==> src/rtl/bit_slice_field_reader_assert.svh <==
`ifndef BIT_SLICE_FIELD_READER_ASSERT_SVH
`define BIT_SLICE_FIELD_READER_ASSERT_SVH

// same-cycle implication, sampled on clk, off during rst
`define BSFR_ASSERT_IMPL(label, ante, cons) \
  label: assert property (@(posedge clk) disable iff (rst) (ante) |-> (cons)) \
    else $error("bsfr assertion failed");

// next-cycle implication, sampled on clk, off during rst
`define BSFR_ASSERT_NEXT(label, ante, cons) \
  label: assert property (@(posedge clk) disable iff (rst) (ante) |=> (cons)) \
    else $error("bsfr assertion failed");

`endif

==> src/rtl/bsfr_pkg.sv <==
package bsfr_pkg;

  localparam int BUFFER_BYTES_DEF = 128;
  localparam int FIELD_MAX_BITS   = 64;
  localparam int SIZE_VALUE_BITS  = 16;
  localparam int BYTE_BITS        = 8;
  localparam int POS_W            = 11;
  localparam int ACC_W            = FIELD_MAX_BITS + BYTE_BITS;

  localparam logic [2:0] MODE_LOAD       = 3'd0;
  localparam logic [2:0] MODE_SLICE      = 3'd1;
  localparam logic [2:0] MODE_PEEK       = 3'd2;
  localparam logic [2:0] MODE_TAKE       = 3'd3;
  localparam logic [2:0] MODE_TAKE_SIZED = 3'd4;
  localparam logic [2:0] MODE_SKIP       = 3'd5;
  localparam logic [2:0] MODE_TRUNC      = 3'd6;

  localparam logic [1:0] ERR_NONE      = 2'd0;
  localparam logic [1:0] ERR_UNDERFLOW = 2'd1;
  localparam logic [1:0] ERR_SLICE     = 2'd2;

  typedef struct packed {
    logic       clear;
    logic       shift;
    logic       first;
    logic [2:0] lead;
    logic [2:0] tail;
  } sh_ctrl_t;

  function automatic logic [4:0] bit_length16(input logic [SIZE_VALUE_BITS-1:0] v);
    logic [4:0] n;
    n = 5'd0;
    for (int i = 0; i < SIZE_VALUE_BITS; i++) begin
      if (v[i]) begin
        n = 5'(i + 1);
      end
    end
    return n;
  endfunction

endpackage

==> src/rtl/bsfr_ram.sv <==
module bsfr_ram #(
  parameter int WIDTH = 8,
  parameter int DEPTH = 128
) (
  input  logic                     clk,
  input  logic                     we,
  input  logic [$clog2(DEPTH)-1:0] waddr,
  input  logic [WIDTH-1:0]         wdata,
  input  logic                     re,
  input  logic [$clog2(DEPTH)-1:0] raddr,
  output logic [WIDTH-1:0]         rdata
);

  logic [WIDTH-1:0] mem [DEPTH];

  always_ff @(posedge clk) begin
    if (we) begin
      mem[waddr] <= wdata;
    end
    if (re) begin
      rdata <= mem[raddr];
    end
  end

endmodule

==> src/rtl/bsfr_shifter.sv <==
module bsfr_shifter (
  input  logic              clk,
  input  bsfr_pkg::sh_ctrl_t ctrl,
  input  logic [7:0]        din,
  output logic [63:0]       value
);

  import bsfr_pkg::*;

  logic [ACC_W-1:0] acc;
  logic [ACC_W-1:0] aligned;
  logic [7:0]       din_masked;

  // drop the bits ahead of the field in its first byte
  assign din_masked = ctrl.first ? (din & (8'hFF >> ctrl.lead)) : din;

  always_ff @(posedge clk) begin
    if (ctrl.clear) begin
      acc <= '0;
    end else if (ctrl.shift) begin
      acc <= {acc[ACC_W-BYTE_BITS-1:0], din_masked};
    end
  end

  // drop the bits past the field in its last byte
  assign aligned = acc >> ctrl.tail;
  assign value   = aligned[FIELD_MAX_BITS-1:0];

endmodule

==> src/rtl/bit_slice_field_reader.sv <==
// channel  | valid / stall          | payload
// request  | req_valid / req_stall  | mode address byte_value slice_bytes position
//          |                        | field_bits size_value
// result   | rsp_valid / rsp_stall  | value error_code remaining cursor empty_res
//
// One request at a time. A request that reads no field passes S_EVAL then S_FIN;
// a field read spans nb bytes (1 to 9) and passes S_EVAL, S_READ and S_FIN, with
// the byte store's single read port delivering one byte per cycle in S_READ.
// rst is synchronous and clears the window to empty; store contents are kept.
// A stalled result holds; a new request is taken while it waits.
`include "bit_slice_field_reader_assert.svh"

module bit_slice_field_reader #(
  parameter int BUFFER_BYTES = bsfr_pkg::BUFFER_BYTES_DEF
) (
  input  logic        clk,
  input  logic        rst,
  input  logic        req_valid,
  output logic        req_stall,
  input  logic [2:0]  mode,
  input  logic [6:0]  address,
  input  logic [7:0]  byte_value,
  input  logic [7:0]  slice_bytes,
  input  logic [10:0] position,
  input  logic [6:0]  field_bits,
  input  logic [15:0] size_value,
  output logic        rsp_valid,
  input  logic        rsp_stall,
  output logic [63:0] value,
  output logic [1:0]  error_code,
  output logic [10:0] remaining,
  output logic [10:0] cursor,
  output logic        empty_res
);

  import bsfr_pkg::*;

  localparam int AW = $clog2(BUFFER_BYTES);

  typedef enum logic [3:0] {
    S_IDLE = 4'b0001,
    S_EVAL = 4'b0010,
    S_READ = 4'b0100,
    S_FIN  = 4'b1000
  } state_t;

  state_t state;

  logic [2:0]       r_mode;
  logic [6:0]       r_address;
  logic [7:0]       r_byte_value;
  logic [7:0]       r_slice_bytes;
  logic [POS_W-1:0] r_position;
  logic [6:0]       r_field_bits;
  logic [15:0]      r_size_value;

  logic [POS_W-1:0] wstart;
  logic [POS_W-1:0] wend;
  logic [1:0]       err;
  logic [1:0]       err_next;
  logic             go_read;

  logic [AW-1:0]    rd_addr;
  logic [3:0]       issue_left;
  logic [3:0]       recv_left;
  logic             pend;
  logic             first;
  logic [2:0]       lead;
  logic [2:0]       tail;

  logic [POS_W-1:0] bits_left;
  logic [4:0]       sized_bits;
  logic [6:0]       rd_width;
  logic [POS_W-1:0] rd_offset;
  logic             is_read;
  logic [POS_W:0]   rd_end;
  logic             rd_err;
  logic [POS_W-1:0] rd_pos;
  logic [7:0]       span;
  logic [7:0]       span_up;
  logic             skip_err;
  logic             trunc_err;
  logic             slice_err;
  logic             load_ok;
  logic             out_free;

  logic             ram_we;
  logic             ram_re;
  logic [7:0]       ram_rdata;
  sh_ctrl_t         sh_ctrl;
  logic [63:0]      sh_value;

  assign req_stall = (state != S_IDLE);
  assign out_free  = !rsp_valid || !rsp_stall;

  assign bits_left  = (wstart < wend) ? (wend - wstart) : '0;
  assign sized_bits = bit_length16(r_size_value);
  assign rd_width   = (r_mode == MODE_TAKE_SIZED) ? {2'b0, sized_bits} : r_field_bits;
  assign rd_offset  = (r_mode == MODE_PEEK) ? r_position : '0;
  assign is_read    = (r_mode == MODE_PEEK) || (r_mode == MODE_TAKE) ||
                      ((r_mode == MODE_TAKE_SIZED) && (r_size_value != '0));
  assign rd_end     = {1'b0, rd_offset} + {5'b0, rd_width};
  assign rd_err     = (rd_width > 7'(FIELD_MAX_BITS)) || (rd_end > {1'b0, bits_left});
  assign rd_pos     = wstart + rd_offset;
  assign span       = {5'b0, rd_pos[2:0]} + {1'b0, rd_width};
  assign span_up    = span + 8'd7;
  assign skip_err   = ({1'b0, wstart} + {1'b0, r_position}) > {1'b0, wend};
  assign trunc_err  = r_position > wend;
  assign slice_err  = int'(r_slice_bytes) > BUFFER_BYTES;
  assign load_ok    = int'(r_address) < BUFFER_BYTES;
  assign go_read    = is_read && !rd_err && (rd_width != '0);

  always_comb begin
    err_next = ERR_NONE;
    case (r_mode) inside
      MODE_PEEK, MODE_TAKE, MODE_TAKE_SIZED: begin
        if (is_read && rd_err) begin
          err_next = ERR_UNDERFLOW;
        end
      end
      MODE_SLICE: begin
        if (slice_err) begin
          err_next = ERR_SLICE;
        end
      end
      MODE_SKIP: begin
        if (skip_err) begin
          err_next = ERR_UNDERFLOW;
        end
      end
      MODE_TRUNC: begin
        if (trunc_err) begin
          err_next = ERR_UNDERFLOW;
        end
      end
      default: begin
      end
    endcase
  end

  assign ram_we = (state == S_EVAL) && (r_mode == MODE_LOAD) && load_ok;
  assign ram_re = (state == S_READ) && (issue_left != '0);

  assign sh_ctrl.clear = (state == S_EVAL);
  assign sh_ctrl.shift = (state == S_READ) && pend;
  assign sh_ctrl.first = first;
  assign sh_ctrl.lead  = lead;
  assign sh_ctrl.tail  = tail;

  bsfr_ram #(
    .WIDTH (BYTE_BITS),
    .DEPTH (BUFFER_BYTES)
  ) u_store (
    .clk   (clk),
    .we    (ram_we),
    .waddr (AW'(r_address)),
    .wdata (r_byte_value),
    .re    (ram_re),
    .raddr (rd_addr),
    .rdata (ram_rdata)
  );

  bsfr_shifter u_shifter (
    .clk   (clk),
    .ctrl  (sh_ctrl),
    .din   (ram_rdata),
    .value (sh_value)
  );

  always_ff @(posedge clk) begin
    if (req_valid && !req_stall) begin
      r_mode        <= mode;
      r_address     <= address;
      r_byte_value  <= byte_value;
      r_slice_bytes <= slice_bytes;
      r_position    <= position;
      r_field_bits  <= field_bits;
      r_size_value  <= size_value;
    end
    if (state == S_EVAL) begin
      rd_addr    <= AW'(rd_pos[POS_W-1:3]);
      issue_left <= span_up[6:3];
      recv_left  <= span_up[6:3];
      lead       <= rd_pos[2:0];
      tail       <= 3'd0 - span[2:0];
    end else if (ram_re) begin
      rd_addr    <= rd_addr + AW'(1);
      issue_left <= issue_left - 4'd1;
    end
    if (sh_ctrl.shift) begin
      recv_left <= recv_left - 4'd1;
    end
    if (state == S_FIN && out_free) begin
      value      <= sh_value;
      error_code <= err;
      remaining  <= bits_left;
      cursor     <= wstart;
      empty_res  <= (wstart >= wend);
    end
  end

  always_ff @(posedge clk) begin
    if (rst) begin
      state     <= S_IDLE;
      wstart    <= '0;
      wend      <= '0;
      err       <= ERR_NONE;
      pend      <= 1'b0;
      first     <= 1'b0;
      rsp_valid <= 1'b0;
    end else begin
      if (state == S_FIN && out_free) begin
        rsp_valid <= 1'b1;
      end else if (rsp_valid && !rsp_stall) begin
        rsp_valid <= 1'b0;
      end
      unique case (state)
        S_IDLE: begin
          if (req_valid) begin
            state <= S_EVAL;
          end
        end
        S_EVAL: begin
          err   <= err_next;
          pend  <= 1'b0;
          first <= 1'b1;
          state <= go_read ? S_READ : S_FIN;
          case (r_mode) inside
            MODE_PEEK, MODE_TAKE, MODE_TAKE_SIZED: begin
              if (is_read && !rd_err && (r_mode != MODE_PEEK)) begin
                wstart <= wstart + {4'b0, rd_width};
              end
            end
            MODE_SLICE: begin
              if (!slice_err) begin
                wstart <= '0;
                wend   <= {r_slice_bytes, 3'b0};
              end
            end
            MODE_SKIP: begin
              if (!skip_err) begin
                wstart <= wstart + r_position;
              end
            end
            MODE_TRUNC: begin
              if (!trunc_err) begin
                wend <= r_position;
              end
            end
            default: begin
            end
          endcase
        end
        S_READ: begin
          pend <= ram_re;
          if (pend) begin
            first <= 1'b0;
            if (recv_left == 4'd1) begin
              state <= S_FIN;
            end
          end
        end
        S_FIN: begin
          if (out_free) begin
            state <= S_IDLE;
          end
        end
        default: begin
          state <= S_IDLE;
        end
      endcase
    end
  end

  `BSFR_ASSERT_IMPL(a_err_zero_value, rsp_valid, (error_code == ERR_NONE) || (value == '0))
  `BSFR_ASSERT_IMPL(a_empty_match, rsp_valid, empty_res == (remaining == '0))
  `BSFR_ASSERT_IMPL(a_issue_le_recv, state == S_READ, issue_left <= recv_left)
  `BSFR_ASSERT_IMPL(a_pend_in_read, pend, state == S_READ)
  `BSFR_ASSERT_NEXT(a_accept_eval, req_valid && !req_stall, state == S_EVAL)

endmodule

==> config.mk <==
export PLATFORM = sky130hd
export DESIGN_NAME = bit_slice_field_reader
export DESIGN_NICKNAME = d
export VERILOG_FILES = /design/src/rtl/bsfr_pkg.sv /design/src/rtl/bsfr_ram.sv /design/src/rtl/bsfr_shifter.sv /design/src/rtl/bit_slice_field_reader.sv
export VERILOG_INCLUDE_DIRS = /design/src /design/src/rtl
export SDC_FILE = /design/constraint.sdc
export NUM_CORES = 2
export LEC_CHECK = 0
export BUFFER_PORTS_ARGS = -buffer_cell sky130_fd_sc_hd__buf_2
export CORE_ASPECT_RATIO = 0.5
export CORE_UTILIZATION = 35
export DETAILED_ROUTE_END_ITERATION = 7
export PLACE_DENSITY = 0.52
export RECOVER_POWER = 50
export SYNTH_ARGS = -nofsm -noshare
export SYNTH_HDL_FRONTEND = slang
export SYNTH_SLANG_ARGS = --single-unit
==> constraint.sdc <==
create_clock -name clk -period 7.1 [get_ports clk]
set_input_delay 0.355 -clock clk [delete_from_list [all_inputs] [get_ports clk]]
set_output_delay 0.355 -clock clk [all_outputs]
set_load 0.1 [all_outputs]
# [Word-level counts from Yosys, hierarchy flattened]
# Memory sizes are Yosys's and may differ from the RTL's. A register that Yosys moved wholly into a read port is not among the register bits.
# Index checks and enable logic that the tools add are counted.
[word_totals] ff_bits=273 latch_bits=0 ramBits=1024 rom_bits=0 in_bits=64 wordCells=164 mem_count=1
[op_classes] addsub=12 mul=0 div_mod_pow=0 order_cmp=7 eq_ne=23 shift=2 mux=58 bitwise_logic=2 reduce_logical=34
[mem_list] name="u_store.mem" depth=128 width=8 read_ports=1 rd_clocked_by_memory_dff=1 wr=1 line_no="bsfr_ram.sv:14" text="logic [WIDTH-1:0] mem [DEPTH];"
[ops] cell="$mux W11" n=13
[ops] cell="$shr A72 B3 Y64" n=1
[ops] cell="$mux W4" n=17
[ops] cell="$gt A12 B11 Y1" n=2
[ops] cell="$mux W7" n=3
[ops] cell="$pmux W4 S4" n=1
[ops] cell="$reduce_bool A16 Y1" n=1
[ops] cell="$mux W2" n=7
[ops] cell="$add A11 B11 Y12" n=1
[ops] cell="$add A11 B7 Y12" n=1
[ops] cell="$mux W3" n=4
[ops] cell="$ne A2 B2 Y1 const B" n=6
[ops] cell="$add A11 B11 Y11" n=1
[ops] cell="$add A11 B7 Y11" n=1
[ops] cell="$ge A11 B11 Y1" n=1
[ops] cell="$gt A11 B11 Y1" n=1
[ops] cell="$logic_and A1 B1 Y1" n=11
[ops] cell="$lt A11 B11 Y1" n=1
[ops] cell="$sub A11 B11 Y11" n=1
[ops] cell="$add A10 B10 Y10" n=1
[ops] cell="$reduce_bool A2 Y1" n=5
[ops] cell="$eq A3 B3 Y1 const B" n=3
[ops] cell="$mux W1" n=9
[ops] cell="$and A8 B8 Y8" n=1
[ops] cell="33 further kinds" n=45

# [Longest topological paths before layout]
[logic_depth] ltp_word=25 depth_mapped=26 mapped_depth_nobuf=23

# [By module]
# From an unflattened synthesis, not the netlist that was laid out.
[unflattened] cells_unflattened=3098 area_unflattened_um2=55396.9
[modules_own_cells] module="bsfr_ram" n_inst=1 cells_each=1635 area_per_inst_um2=39745.6 seq_area_each_um2=30989.7
[modules_own_cells] module="bit_slice_field_reader" n_inst=1 cells_each=908 area_per_inst_um2=10480.1 seq_area_each_um2=5725.5
[modules_own_cells] module="bsfr_shifter" n_inst=1 cells_each=555 area_per_inst_um2=5171.2 seq_area_each_um2=1421.4

# [Worst setup path after synthesis]
# No wires, ideal clock.
[synth_path] path_type="reg2reg" startpoint="reg rsp_valid" endpoint="reg cursor[0] (enable)" setup_time_ps=566 t_arrival_ps=5051 slack_ps=1484 stages_incl_launch_ff=2 n_path_buf=0 path_cell_list="dfxtp_1 a21oi_1"
[synth_between] elab_chain_cells=3
[synth_rtl] element="start: declaration" line_no="bit_slice_field_reader.sv:27" text="output logic rsp_valid,"
[synth_rtl] element="start signal: assignment" line_no="bit_slice_field_reader.sv:210" text="rsp_valid <= 1'b0;"
[synth_rtl] element="start signal: assignment" line_no="bit_slice_field_reader.sv:213" text="rsp_valid <= 1'b1;"
[synth_rtl] element="start signal: assignment" line_no="bit_slice_field_reader.sv:215" text="rsp_valid <= 1'b0;"
[synth_rtl] element="$logic_not A1 Y1" line_no="bit_slice_field_reader.sv:94" text="assign out_free = !rsp_valid || !rsp_stall;"
[synth_rtl] element="$logic_or A1 B1 Y1" line_no="bit_slice_field_reader.sv:94"
[synth_rtl] element="$logic_and A1 B1 Y1" line_no="bit_slice_field_reader.sv:193" text="if (state == S_FIN && out_free) begin"
[synth_rtl] element="end signal: assignment" line_no="bit_slice_field_reader.sv:197" text="cursor <= wstart;"
[synth_rtl] element="end: declaration" line_no="bit_slice_field_reader.sv:32" text="output logic [10:0] cursor,"
# Every way passes these cells.
# A chain may end at the register's enable or synchronous reset.

# [Worst setup path in the final report]
[layout_path] startpoint="reg r_mode[1]" endpoint="reg wstart[10]"
[layout_between] elab_chain_cells=10 elab_cells_between_ends=28
[layout_rtl] element="start: declaration" line_no="bit_slice_field_reader.sv:49" text="logic [2:0] r_mode;"
[layout_rtl] element="start signal: assignment" line_no="bit_slice_field_reader.sv:172" text="r_mode <= mode;"
[layout_rtl] element="$eq A3 B2 Y1 or $eq A3 B3 Y1 (tied branches)"
[layout_rtl] element="$mux W11 or $mux W7 (tied branches)" line_no="bit_slice_field_reader.sv:99, bit_slice_field_reader.sv:98"
[layout_rtl] element="$add A11 B7 Y12" line_no="bit_slice_field_reader.sv:102" text="assign rd_end = {1'b0, rd_offset} + {5'b0, rd_width};"
[layout_rtl] element="$gt A12 B11 Y1" line_no="bit_slice_field_reader.sv:103" text="assign rd_err = (rd_width > 7'(FIELD_MAX_BITS)) || (rd_end > {1'b0, bits_left});"
[layout_rtl] element="$logic_or A1 B1 Y1" line_no="bit_slice_field_reader.sv:103"
[layout_rtl] element="$logic_not A1 Y1" line_no="bit_slice_field_reader.sv:230" text="if (is_read && !rd_err && (r_mode != MODE_PEEK)) begin"
[layout_rtl] element="$logic_and A1 B1 Y1 (2 in a row)" line_no="bit_slice_field_reader.sv:230"
[layout_rtl] element="$ne A2 B2 Y1 (no source line)"
[layout_rtl] element="$reduce_and A5 Y1 (no source line)"
[layout_rtl] element="end signal: assignment" line_no="bit_slice_field_reader.sv:231" text="wstart <= wstart + {4'b0, rd_width};"
[layout_rtl] element="end signal: assignment" line_no="bit_slice_field_reader.sv:242" text="wstart <= wstart + r_position;"
[layout_rtl] element="end: declaration" line_no="bit_slice_field_reader.sv:57" text="logic [POS_W-1:0] wstart;"
# Parallel ways exist; a longest one is shown, timed or not. The select of a mux whose other input is x is not followed.

==> results.toml <==
[cts]
tritoncts.num_buffers = 121
clock-root-buffer = "sky130_fd_sc_hd__clkbuf_16"
cts.path.max_buffers = 3
worst_skew_pair.late_latency_ns = 0.75
ctsHtreeMaxLevel = 3
worst_setup_hold_path_clk_slew_ns = 0.07
clkSinkCount = 1304
cts_tree = "built"
cts_setup_buffers = 0

[route]
wire_per_inst_um = 25.4
drc = 0
viasPerCell = 5.31
vias = 29000
detail-route-antenna-nets = 0
drt_pre_antenna_iters = 6
postRouteWirelength_mm = 139
drtIter0Drc = 2601

[synthesis]
synth.area.top_cells = "sky130_fd_sc_hd__edfxtp_1 (66%), sky130_fd_sc_hd__mux4_2 (16%), sky130_fd_sc_hd__dfxtp_1 (3.7%)"
synth-seq-cells = 1304
synth_top_area_share_pct = 65.8
synth_enable_flop_cells = 1202
yosys_top_cell_by_area = "sky130_fd_sc_hd__edfxtp_1"
postSynth.asyncResetShare_pct = 0
syn-mean-instance-area_um2 = 18.0
yosysMostFrequentCell = "sky130_fd_sc_hd__edfxtp_1"
syn-instance-count = 3053
ys_types = 75
yosys_warnings = 0
synth_fp_nets = 3209
synth_ff_type = "sky130_fd_sc_hd__edfxtp_1"
sequential_element_share_of_the_synthesized_area_pct = 69.5
mappedNetlistArea_um2 = 54800
most_common_library_cells_after_synthesis = "sky130_fd_sc_hd__edfxtp_1 (1,202), sky130_fd_sc_hd__mux4_2 (386), sky130_fd_sc_hd__nand2_1 (236)"

[place]
post-place-cells = 5182
dpl.hpwl_mm = 85.9
placement.setup.worst_slack_ns = 0.668
numPortBuffers = 154
gp_congestion = 0.853

[floorplan]
ioPinCount = 155
die_height_um = 282
initial_core_util_pct = 35.3
die_w_um = 562
floorplan.die_area_um2 = 158000
core_area_um2 = 155000
placement_rows = 102

[layout]
antenna-diode-count = 0
final_cell_count_no_fill = 5470
syn2layout_area_growth_pct = 13.9
num-fill-cells = 14000
final_core_util_pct = 40.3
drive_above_1_share_pct = 21.2
design.final.nets = 3443

[outcome]
failed_checks = "max-capacitance violations, max-slew violations"
outcome = "complete, but fails checks"

[global_routing]
grt_usage_pct = 17.6
gr-total-overflow = 0
antenna_violations_before_repair = 3
via_count_of_the_first_global_routing_pass = 29400
grt_pass1_wl_mm = 205
grt_max_degree = 142

[sta]
finalCritPeriodShare_pct = 90.2
layout_min_cycle_time_ns = 6.40
rsz0062_at_grt = "no"
postLayoutSetupSlackWorst_ns = 0.696
setup_total_negative_slack_ns = 0
timing.clock.skew_ns = 0.0428
finalSetupViolations = 0
clock.fmax_ghz = 0.156
worst_slew_pin_slew_ns = 4.87
slew_headroom_pct = -225
finalMaxSlewViolations = 1227
final-hold-violation-count = 0

[setup_path]
timing.critical_path.to_type = "register"
worstPathArrival_ns = 7.03
timing.setup.critical_path_class = "reg2reg"
critPathMaxFanout = 19
startpoint_type = "register"
worstPathRequired_ns = 7.72

[worst_hold_path]
min-delay-path-class = "in2reg"

[power_and_ir_drop]
p_leak_nw = 19.8
irDropWorstVdd_mv = 0.217
cellPowerDensity_nw_per_um2 = 276

[flow_run]
max_cap_viol_count = 19
[stage by stage]
stage	power (mW)	hold WS, ns	cell area, µm²
after CTS	17.4	0.140	62700
after floorplan	9.98	0.409	54800
after global routing	17.8	0.187	62500
after global placement	10.6	0.414	58000
after detailed placement	10.6	0.429	58000
final	17.2	0.224	62500
[layer usage]
metal / share of wire [%] / track usage, %
met3: 5.3 / 2.62
met1: 46 / 25.7
met4: 1.6 / 3.60
met2: 47 / 27.9
met5: 0 / 0
[sequential cells by signal, indices dropped and copies added, names as in the netlist, 4 cells and up]
| name | count |
|---|---|
| u_store.mem | 1024 |
| u_shifter.acc | 71 |
| value | 64 |
| r_size_value | 16 |
| cursor | 11 |
| r_position | 11 |
| remaining | 11 |
| wend | 11 |
| wstart | 11 |
| r_byte_value | 8 |
| r_slice_bytes | 8 |
| u_store.rdata | 8 |
| r_address | 7 |
| r_field_bits | 7 |
| rd_addr | 7 |
| issue_left | 4 |
| recv_left | 4 |
| state | 4 |
[placed cells by master, fill, tap and decap left out, types with 31 or more instances in the layout]
master	n
sky130_fd_sc_hd__a21oi_1	73
sky130_fd_sc_hd__buf_2	42
sky130_fd_sc_hd__clkbuf_1	157
sky130_fd_sc_hd__clkbuf_16	126
sky130_fd_sc_hd__dfxtp_1	102
sky130_fd_sc_hd__dlygate4sd3_1	62
sky130_fd_sc_hd__edfxtp_1	1202
sky130_fd_sc_hd__ha_1	86
sky130_fd_sc_hd__inv_1	68
sky130_fd_sc_hd__mux2_2	65
sky130_fd_sc_hd__mux4_2	386
sky130_fd_sc_hd__nand2_1	230
sky130_fd_sc_hd__nand3_1	36
sky130_fd_sc_hd__nor2_1	211
sky130_fd_sc_hd__nor3_1	31
sky130_fd_sc_hd__o21ai_0	114
sky130_fd_sc_hd__xnor2_1	33
[report_power, final]
part / internal (mW) / switching [mW] / total [mW]
clock network: 3.79 / 2.94 / 6.73
logic: 0.593 / 1.12 / 1.71
registers: 8.68 / 0.101 / 8.78
total: 13.1 / 4.16 / 17.2
[repair_timing]
| action | 4_1_cts | 5_1_grt |
|---|---|---|
| endpoints found under the setup margin | 0 | 2 |
| hold endpoints to repair | 62 | 0 |
| hold buffers | 62 | 0 |
| gates resized for setup | 0 | 1 |
[worst max-delay path, stage by stage (launching register included)]
cell	delay, ns
sky130_fd_sc_hd__edfxtp_1	0.56
sky130_fd_sc_hd__or3b_1	0.42
sky130_fd_sc_hd__buf_4	0.19
sky130_fd_sc_hd__nor2_1	0.29
sky130_fd_sc_hd__o311ai_1	0.16
sky130_fd_sc_hd__o21ai_1	0.59
sky130_fd_sc_hd__ha_1	0.29
sky130_fd_sc_hd__inv_1	0.07
sky130_fd_sc_hd__fa_1	0.45
sky130_fd_sc_hd__nor2b_1	0.11
sky130_fd_sc_hd__o21ai_0	0.10
sky130_fd_sc_hd__a21boi_0	0.23
sky130_fd_sc_hd__o21ai_0	0.13
sky130_fd_sc_hd__a21boi_0	0.29
sky130_fd_sc_hd__o21ai_0	0.15
sky130_fd_sc_hd__xor2_1	0.17
sky130_fd_sc_hd__nor2_1	0.06
sky130_fd_sc_hd__ha_1	0.18
sky130_fd_sc_hd__a211oi_1	0.25
sky130_fd_sc_hd__o21ai_0	0.13
sky130_fd_sc_hd__o221ai_1	0.21
sky130_fd_sc_hd__o21ba_2	0.20
sky130_fd_sc_hd__o31a_1	0.58
sky130_fd_sc_hd__a31oi_1	0.18
sky130_fd_sc_hd__a311oi_1	0.29
[layout make-up]
type / count / area (µm²) / area share [%]
multi-input combinational: 1525 / 15800 / 25.3
sequential: 1304 / 38100 / 61.0
inverter: 69 / 259 / 0.415
timing repair buffer: 266 / 1580 / 2.53
clock buffer: 154 / 3300 / 5.28
tap: 2080 / 2600 / 4.17
clock inverter: 72 / 785 / 1.26
[final timing paths]
kind                              to  depth (start not counted)                 from  slack (ns)
max          wstart[10]$_SDFFE_PP0P_                         24  r_mode[1]$_DFFE_PP_        0.70
min             wend[0]$_SDFFE_PP0P_                          2                  rst        0.22
max reg2reg  wstart[10]$_SDFFE_PP0P_                         24  r_mode[1]$_DFFE_PP_        0.70
min reg2reg  error_code[1]$_DFFE_PP_                          0  err[1]$_SDFFE_PP0P_        0.44
[kinds of logic after synthesis]
| group | Yosys count | synth area share, % |
|---|---|---|
| buf+inv | 224 | 1.67 |
| fa+ha+maj | 92 | 2.18 |
| simple gates | 607 | 4.82 |
| compound gates | 302 | 3.39 |
| flops | 1304 | 69.5 |
| mux | 470 | 17.5 |
| xor+xnor | 54 | 0.862 |
Note: power is estimated with default switching activity, not from simulation.
